===== src/hdl/frc_pkg.sv =====
// ----------------------------------------------------------------------------
// frc_pkg
// Shared commands, class codes and binary64 field constants.
// ----------------------------------------------------------------------------
package frc_pkg;

  typedef enum logic [2:0] {
    CMD_CLASSIFY = 3'd0,
    CMD_TRUNC    = 3'd1,
    CMD_FLOOR    = 3'd2,
    CMD_CEIL     = 3'd3,
    CMD_RINT     = 3'd4,
    CMD_FREXP    = 3'd5
  } cmd_e;

  typedef enum logic [2:0] {
    CLS_NAN       = 3'd0,
    CLS_INF       = 3'd1,
    CLS_ZERO      = 3'd2,
    CLS_SUBNORMAL = 3'd3,
    CLS_NORMAL    = 3'd4
  } cls_e;

  localparam logic [63:0] EXP_FIELD  = 64'h7ff0_0000_0000_0000;
  localparam logic [63:0] MIN_NORMAL = 64'h0010_0000_0000_0000;
  localparam logic [63:0] FRAC_FIELD = 64'h000f_ffff_ffff_ffff;
  localparam logic [63:0] HALF_BITS  = 64'h3fe0_0000_0000_0000;
  localparam logic [63:0] SIGN_BIT   = 64'h8000_0000_0000_0000;
  localparam logic [63:0] ONE_BITS   = 64'h3ff0_0000_0000_0000;
  localparam logic [10:0] EXP_BIAS   = 11'd1023;

  // stage 1 -> stage 2
  typedef struct packed {
    logic [2:0]  cmd;
    logic [63:0] x;
    cls_e        cls;
    logic [63:0] mask;     // fraction bits below the binary point
    logic [63:0] unit;     // one ulp of integer part
    logic        big;      // e >= 52
    logic        sub_one;  // e < 0
    logic        tiny;     // e < -1
    logic [5:0]  lz;       // leading zeros of 52-bit fraction
  } s1_t;

  // stage 2 -> stage 3
  typedef struct packed {
    logic [2:0]  cmd;
    logic [63:0] x;
    cls_e        cls;
    logic [63:0] chop;
    logic [63:0] dir;      // chop + unit
    logic        exact;
    logic        rup;      // round-half-even increment
    logic        big;
    logic        sub_one;
    logic        tiny;
    logic [5:0]  lz;
  } s2_t;

endpackage


===== src/hdl/frc_lzc.sv =====
// ----------------------------------------------------------------------------
// frc_lzc
// Leading-zero count of a 52-bit fraction field.
// ----------------------------------------------------------------------------
module frc_lzc (
  input  logic [51:0] frac_i,
  output logic [5:0]  count_o
);
  always_comb begin
    count_o = 6'd52;
    for (int i = 0; i < 52; i++) begin
      if (frac_i[i]) count_o = 6'(51 - i);
    end
  end
endmodule


===== src/hdl/fp64_round_classify_unit.sv =====
// ----------------------------------------------------------------------------
// fp64_round_classify_unit
// Binary64 classify, trunc, floor, ceil, rint and frexp.
// ----------------------------------------------------------------------------
// Path: an accepted beat is registered in stage 1, then stage 2, then the output register.
// Throughput: one beat per cycle, set by a three-stage pipeline with a global
// stall; a stalled output holds every stage.
// Reset clears the valid bits only; payload registers are not reset.
module fp64_round_classify_unit (
  input  logic        clk_i,
  input  logic        rst_ni,
  input  logic        in_valid_i,
  output logic        in_stall_o,
  input  logic [2:0]  command_i,
  input  logic [63:0] operand_i,
  output logic        out_valid_o,
  input  logic        out_stall_i,
  output logic [63:0] value_out_o,
  output logic signed [11:0] exponent_out_o,
  output logic [2:0]  fp_class_o
);
  logic v1_q, v2_q, v3_q;
  logic adv;
  frc_pkg::s1_t s1_d, s1_q;
  frc_pkg::s2_t s2_d, s2_q;
  logic [63:0] val_d, val_q;
  logic [11:0] ex_d, ex_q;
  logic [2:0]  cls_q;
  logic [5:0]  lz;

  assign adv        = !(v3_q && out_stall_i);
  assign in_stall_o = !adv;

  frc_lzc u_lzc (.frac_i(operand_i[51:0]), .count_o(lz));

  // stage 1: decode
  always_comb begin
    logic [63:0] mag;
    logic [11:0] e;
    logic [6:0]  sh;
    mag = operand_i & ~frc_pkg::SIGN_BIT;
    e   = {1'b0, operand_i[62:52]} - {1'b0, frc_pkg::EXP_BIAS};
    s1_d.cmd = command_i;
    s1_d.x   = operand_i;
    if (mag > frc_pkg::EXP_FIELD)       s1_d.cls = frc_pkg::CLS_NAN;
    else if (mag == frc_pkg::EXP_FIELD) s1_d.cls = frc_pkg::CLS_INF;
    else if (mag == 64'd0)              s1_d.cls = frc_pkg::CLS_ZERO;
    else if (mag < frc_pkg::MIN_NORMAL) s1_d.cls = frc_pkg::CLS_SUBNORMAL;
    else                                s1_d.cls = frc_pkg::CLS_NORMAL;
    s1_d.sub_one = e[11];
    s1_d.tiny    = e[11] && (e != 12'hfff);
    s1_d.big     = !e[11] && (e >= 12'd52);
    sh = 7'd52 - e[6:0];
    s1_d.unit = (s1_d.sub_one || s1_d.big) ? 64'd0 : (64'd1 << sh[5:0]);
    s1_d.mask = s1_d.unit - 64'd1;
    s1_d.lz   = lz;
  end

  // stage 2: chop and rounding decision
  always_comb begin
    logic [63:0] rem, half;
    s2_d.cmd = s1_q.cmd;
    s2_d.x   = s1_q.x;
    s2_d.cls = s1_q.cls;
    s2_d.big = s1_q.big;
    s2_d.sub_one = s1_q.sub_one;
    s2_d.tiny    = s1_q.tiny;
    s2_d.lz      = s1_q.lz;
    if (s1_q.sub_one)  s2_d.chop = s1_q.x & frc_pkg::SIGN_BIT;
    else if (s1_q.big) s2_d.chop = s1_q.x;
    else               s2_d.chop = s1_q.x & ~s1_q.mask;
    s2_d.exact = (s2_d.chop == s1_q.x);
    s2_d.dir   = s2_d.chop + s1_q.unit;
    // e < 0 (rup is used only at e = -1): mantissa half-point is the implicit bit, q = 0
    if (s1_q.sub_one) begin
      rem  = 64'd0;
      half = 64'd0;
      s2_d.rup = (s1_q.x[51:0] != 52'd0);
    end else begin
      rem  = s1_q.x & s1_q.mask;
      half = s1_q.unit >> 1;
      s2_d.rup = (rem > half) || (rem == half && (s1_q.x & s1_q.unit) != 64'd0);
    end
  end

  // stage 3: select result
  always_comb begin
    logic spec, neg, away;
    logic [63:0] sgn;
    sgn  = s2_q.x & frc_pkg::SIGN_BIT;
    neg  = s2_q.x[63];
    spec = (s2_q.cls == frc_pkg::CLS_NAN) || (s2_q.cls == frc_pkg::CLS_INF)
           || (s2_q.cls == frc_pkg::CLS_ZERO);
    val_d = 64'd0;
    ex_d  = 12'd0;
    away  = 1'b0;
    case (s2_q.cmd)
      frc_pkg::CMD_TRUNC: val_d = s2_q.x[62:0] > frc_pkg::EXP_FIELD[62:0] ? s2_q.x : s2_q.chop;
      frc_pkg::CMD_FLOOR, frc_pkg::CMD_CEIL: begin
        away = (s2_q.cmd == frc_pkg::CMD_FLOOR) ? neg : !neg;
        if (s2_q.cls == frc_pkg::CLS_NAN || s2_q.exact || !away) val_d =
            (s2_q.cls == frc_pkg::CLS_NAN) ? s2_q.x : s2_q.chop;
        else if (s2_q.sub_one) val_d = sgn | frc_pkg::ONE_BITS;
        else val_d = s2_q.dir;
      end
      frc_pkg::CMD_RINT: begin
        if (spec || s2_q.big)   val_d = s2_q.x;
        else if (s2_q.tiny)     val_d = 64'd0;
        else if (s2_q.rup)      val_d = s2_q.sub_one ? (sgn | frc_pkg::ONE_BITS) : s2_q.dir;
        else if (s2_q.sub_one)  val_d = 64'd0;
        else                    val_d = s2_q.chop;
      end
      frc_pkg::CMD_FREXP: begin
        if (spec) val_d = s2_q.x;
        else if (s2_q.cls == frc_pkg::CLS_SUBNORMAL) begin
          val_d = sgn | frc_pkg::HALF_BITS
                  | ((s2_q.x << (s2_q.lz + 6'd1)) & frc_pkg::FRAC_FIELD);
          ex_d  = -12'sd1022 - {6'd0, s2_q.lz};
        end else begin
          val_d = sgn | frc_pkg::HALF_BITS | (s2_q.x & frc_pkg::FRAC_FIELD);
          ex_d  = {1'b0, s2_q.x[62:52]} - 12'd1022;
        end
      end
      default: val_d = 64'd0;
    endcase
  end

  always_ff @(posedge clk_i or negedge rst_ni) begin
    if (!rst_ni) begin
      v1_q <= 1'b0;
      v2_q <= 1'b0;
      v3_q <= 1'b0;
    end else if (adv) begin
      v1_q <= in_valid_i;
      v2_q <= v1_q;
      v3_q <= v2_q;
    end
  end

  always_ff @(posedge clk_i) begin
    if (adv) begin
      s1_q  <= s1_d;
      s2_q  <= s2_d;
      val_q <= val_d;
      ex_q  <= ex_d;
      cls_q <= s2_q.cls;
    end
  end

  assign out_valid_o    = v3_q;
  assign value_out_o    = val_q;
  assign exponent_out_o = ex_q;
  assign fp_class_o     = cls_q;

  a_hold: assert property (@(posedge clk_i) disable iff (!rst_ni)
    v3_q && out_stall_i |=> v3_q && $stable(value_out_o))
    else $error("stalled beat changed");
  a_stall: assert property (@(posedge clk_i) disable iff (!rst_ni)
    in_stall_o == (v3_q && out_stall_i))
    else $error("stall mismatch");
  a_flow: assert property (@(posedge clk_i) disable iff (!rst_ni)
    !in_stall_o && v2_q |=> v3_q)
    else $error("beat lost");
endmodule

===== config.mk =====
export PLATFORM = sky130hd
export DESIGN_NAME = fp64_round_classify_unit
export DESIGN_NICKNAME = d
export VERILOG_FILES = /design/src/hdl/frc_pkg.sv /design/src/hdl/frc_lzc.sv /design/src/hdl/fp64_round_classify_unit.sv
export SDC_FILE = /design/constraint.sdc
export NUM_CORES = 2
export LEC_CHECK = 0
export ABC_AREA = 1
export BUFFER_PORTS_ARGS = -buffer_cell sky130_fd_sc_hd__buf_2
export CAP_MARGIN = 20
export CORE_AREA = 2 2 204 407
export CTS_CLUSTER_DIAMETER = 30
export CTS_CLUSTER_SIZE = 20
export DETAILED_ROUTE_END_ITERATION = 8
export DIE_AREA = 0 0 206 409
export HOLD_SLACK_MARGIN = 0.06
export RECOVER_POWER = 25
export SLEW_MARGIN = 20
export SYNTH_ARGS = -nofsm -noshare
export SYNTH_HDL_FRONTEND = slang
export SYNTH_SLANG_ARGS = --single-unit

===== constraint.sdc =====
create_clock -name clk_i -period 15.9 [get_ports clk_i]
set_clock_uncertainty 0.05 [all_clocks]
set_input_delay 0 -clock clk_i [delete_from_list [all_inputs] [get_ports clk_i]]
set_output_delay 0 -clock clk_i [all_outputs]
set_load 0.02 [all_outputs]

# Word-level counts from Yosys, hierarchy flattened
# Index checks and enable logic that the tools add are counted.
# op_classes
muxes	71
n_shift	2
add_sub_neg	7
magnitude_cmp	5
reduce_logical	27
bitwise	7
n_eq_ne	12
# op_table
operator	count
64-bit two-way mux	13
64-bit one-hot mux with 4 select lines	1
64-bit AND	3
5-bit two-way mux	32
64-bit by 52-bit bitwise OR with 64-bit output	2
63-bit greater-than comparator, second input constant	2
64-bit adder	1
64-bit by 63-bit equality test with 1-bit output	1
64-bit equality test	1
64-bit by 63-bit greater-than comparator with 1-bit output	1
64-bit zero test	1
64-bit NOT	1
64-bit nonzero test	1
1-bit by 6-bit << shifter with 64-bit output, first input constant	1
64-bit by 6-bit << shifter with 52-bit output	1
64-bit by 1-bit subtractor with 64-bit output, second input constant	1
63-bit equality test, second input constant	1
63-bit by 53-bit less-than comparator with 1-bit output, second input constant	1
52-bit nonzero test	1
4-bit two-way mux	8
32-bit OR reduction	1
3-bit two-way mux	9
11-bit by 10-bit subtractor with 12-bit output, second input constant	2
16-bit OR reduction	1
20 further kinds	44
# totals
word_cells	164
regBits	498
inputBits	71
out_inout_bits	81

# Depth between registers and ports, before layout
# logic_depth
word_depth	51
ltp_mapped	51
depth_no_buf	51

# Modules after synthesis
# A second synthesis with hierarchy kept.
# hier_totals
hier_cells	4812
hier_area_um2	36491.2
# by_module_without_submodules
module	cells_per_inst	area_per_inst_um2	seq_area_each_um2	instances
fp64_round_classify_unit	4630	35689.2	14939.3	1
frc_lzc	182	802.0	0.0	1

# Worst setup path after synthesis
# Ideal clock, no wire load.
# synth_timing
path_kind	register -> register
from	register v3_q, in the netlist out_valid_o
to	register v1_q
synth_period_minus_slack_ns	13.605
stages_incl_launch_ff	5
path_buffers	0
arrival_ns	13.390
path_slack_ns	2.295
setup_time_ns	0.165
cell_sequence	dfrtp_1 > nand2_1 > inv_1 > nand2_1 > nand2_1
# synth_between
elab_chain_len	1
# synth_rtl
item	line_no	rtl
from (decl)	fp64_round_classify_unit.sv:22	logic v1_q, v2_q, v3_q;
from (signal assigned)	fp64_round_classify_unit.sv:136	v3_q <= v2_q;
1-bit logical AND	fp64_round_classify_unit.sv:31	assign adv = !(v3_q && out_stall_i);
net in_stall_o	fp64_round_classify_unit.sv:13	output logic in_stall_o,
to (signal assigned)	fp64_round_classify_unit.sv:134	v1_q <= in_valid_i;
to (decl)	fp64_round_classify_unit.sv:22	
# The timed path passes the listed nets, and every way through them passes these cells.
# A chain may end at the register's enable or synchronous reset.

==> summary.txt <==
Synthesis
  – Synth Warn #: 0
  – Synthesized cell area: 33870 µm²
  – Synth cell types: 77
  – Syn_area_per_cell: 8.364 µm²
  – Post-synthesis register bit count: 498
  – Syn nets: 4258
  – Synth Flop Type: edfxtp_1
  – Register area share after synthesis: 44.11%
  – Post-synth EDFFs: 495
  – Mapped Cells: 4049
  – Async set-reset flop share out of synthesis: 0.6024%

STA
  – Slew HR: -34.14%
  – Worst slew pin tran: 2.012 ns
  – Final TNS setup: 0 ns
  – Period utilisation layout: 43.27%
  – RSZ-0062 raised after global routing: no
  – Minimum clock period: 6.880 ns
  – FMAX: 145.3 MHz
  – Hold_ws: 0.1535 ns
  – Endpoints failing setup: 0
  – Hold Fails Final Rpt: 0
  – Max Transition Viols Final: 91

Setup path
  – Crit. Startpoint: s1_q[7]
  – R2R cell count: 27
  – RR Endpoint: s2_q[74]
  – Startpoint Class: flip-flop
  – Largest stage delay on the critical path: 0.98 ns
  – Type of destination of the critical path: flip-flop
  – Crit path DAT: 7.25 ns
  – WS Path Type: reg -> reg
  – Reg2reg start: s1_q[7]
  – Req. time, crit path: 16.27 ns
  – Slowest-stage cell, CP: clkbuf_1
  – Reg2Reg Setup Slack: 9.02 ns
  – Crit path max fanout: 25

Power
  – Static Leak: 16.25 nW
  – Flop pwr share: 34.3%
  – Comb pwr share: 36.1%
  – Cell-internal power: 3.605 mW
  – Clock network power share: 29.6%
  – Tot Pwr: 6.311 mW
  – Worst IR Drop VDD: 0.09519 mV
  – P per Cell Area: 158.2 nW/µm²
  – Switching part of the total: 42.88%
  – Sw Pwr: 2.706 mW

Layout
  – Area growth, synth to finish: 17.82%
  – FILL cells: 7903
  – Fraction of layout cells with a size suffix above 1: 6.894%
  – Most frequent cells in the layout: nand2_1, inv_1, edfxtp_1
  – Fin nets: 4505
  – Most common cell after layout, fill and taps aside: nand2_1

Global routing
  – Initial antenna violation count: 4
  – Overflow left after global routing: 0
  – Vias in the first global route: 30320
  – Total GRT Usage: 32.44%
  – First-pass GRT wire length: 197900 µm
  – Largest net degree at the start of global routing: 160

Clock network
  – Clock Latency Late Sink: 0.69 ns
  – H-tree level count: 3
  – Post-CTS sizing: 0
  – CTS tree: built
  – Worst-path clk slew: 0.06 ns
  – Postcts setup bufs: 0
  – Hold-fix buffers at CTS: 139
  – CTS Buffer Depth: 3
  – TritonCTS Buffers: 84
  – Clock Root Buffer: clkbuf_16
  – Clk sinks: 498

Floorplanning
  – Die area: 84250 µm²
  – Core ar.: 81110 µm²
  – Die height: 409 µm
  – Initial Util: 41.76%
  – Die Width: 206 µm
  – Row count: 148
  – # IOs: 152

Outcome
  – Failing checks: max-capacitance violations, max-slew violations
  – Outcome: finished with violations

Worst hold path
  – Hold Path Class: in -> async

Placement
  – DP HPWL: 105800 µm
  – Port bufs: 151
  – Gp weighted congestion: 1.012

Detailed routing
  – WL/cell: 25.10 µm
  – # DRC: 0
  – DR iter-0 viols: 3325
  – Vias per cell: 5.708
  – DR pass1 iterations: 8
  – DR vias: 30940
  – Post-DRT Antenna Nets: 0
  – Final WL: 136000 µm

Job
  – Max-Cap Viols: 2
==> Yosys cell counts (5+ instances only) <==
cell type	instances	area [µm²]
a22oi_1	25	187.7
a31oi_1	18	112.6
or2_2	9	56.30
nand4_1	58	362.9
a221oi_1	17	148.9
ha_1	137	1714
o221ai_1	10	87.58
xnor2_1	47	411.6
edfxtp_1	495	14860
nor4_1	56	350.3
o21a_1	14	105.1
o211ai_1	36	270.3
a32oi_1	27	236.5
nor3b_1	5	37.54
a41oi_1	6	52.55
clkinv_1	7	26.28
o21ai_0	406	2032
a2111oi_0	20	175.2
buf_1	21	78.83
a21oi_1	241	1206
nor3_1	75	375.4
o21ai_1	12	60.06
a211oi_1	74	555.5
nor2_1	349	1310
nand2_1	625	2346
clkbuf_1	157	589.3
mux2i_1	64	640.6
nand2_2	6	37.54
nor2_2	11	68.82
a21boi_0	6	45.04
nand3_1	108	540.5
inv_2	16	60.06
o22ai_1	86	538.0
o2111ai_1	41	359.1
inv_1	598	2245
nor2_4	7	78.83
xor2_1	84	735.7
==> through the flow <==
step	instance area [µm²]	util, %	worst slack [ns]	instances
after detailed placement	35750	44.08	9.662	5121
final	39900	49.20	9.020	5420
after global placement	35740	44.07	9.713	5121
after CTS	40080	49.42	9.642	5416
after global routing	39890	49.18	8.469	5416
after floorplan	33870	-	2.295	4049
==> final cells by class <==
| cell class | count | area [µm²] | share of cell area (%) |
|---|---|---|---|
| multi-input cells | 2740 | 15940 | 39.96 |
| clock inverters | 65 | 758.2 | 1.900 |
| well taps | 1050 | 1314 | 3.292 |
| clock buffers | 91 | 2181 | 5.465 |
| flip-flops and latches | 498 | 14940 | 37.44 |
| diodes | 4 | 10.01 | 0.02509 |
| inverters | 624 | 2347 | 5.883 |
| repair buffers | 348 | 2409 | 6.036 |
==> worst max-delay path by stage <==
stage | end | slack, ns | cells past startpoint
final | s2_q[74] | 9.02 | 27
after global routing | s2_q[74] | 8.47 | 27
after global placement | s2_q[74] | 9.71 | 26
after CTS | s2_q[74] | 9.64 | 26
after detailed placement | s2_q[74] | 9.66 | 26
after floorplan | v1_q | 2.29 | 4
==> registers in the layout (all words and copies together), names as in the netlist <==
register	count
s2_q	209
s1_q	207
value_out_o	64
exponent_out_o	12
fp_class_o	3
out_valid_o	1
v1_q	1
v2_q	1
==> critical path, delay by kind of cell (launching register included) <==
kind,cells,cell delay [ns]
xor gates and xnor gates,1,0.18
DFF,1,0.33
buffers and inverters,3,1.66
AOI/OAI and AO/OA,15,3.15
adders and majority gates,1,0.28
and+or+nand+nor,7,0.99
==> metal layers <==
| layer | vias up | track usage (%) | part of all wire, % |
|---|---|---|---|
| met2 | 1302 | 56.36 | 50 |
| li1 | 14760 | - | - |
| met5 | - | 0 | 0.013 |
| met4 | 2 | 23.56 | 8.8 |
| met3 | 360 | 4.169 | 5.1 |
| met1 | 14510 | 35.92 | 37 |
==> kinds of logic after synthesis <==
group,share of synthesized area (%)
buf+inv,9.107
flops,44.11
xor+xnor,3.388
simple gates,17.29
compound gates,19.09
fa+ha+maj,5.120
mux,1.892
==> power groups by stage <==
stage	Sequential (mW)	Combinational, mW	Clock, mW
3_3_place_gp	2.17	2.21	0
4_1_cts	2.15	2.24	1.90
3_5_place_dp	2.18	2.21	0
5_1_grt	2.19	2.46	1.94
2_1_floorplan	2.30	1.30	0
6_report	2.16	2.28	1.87
(Power assumes the default switching activity.)
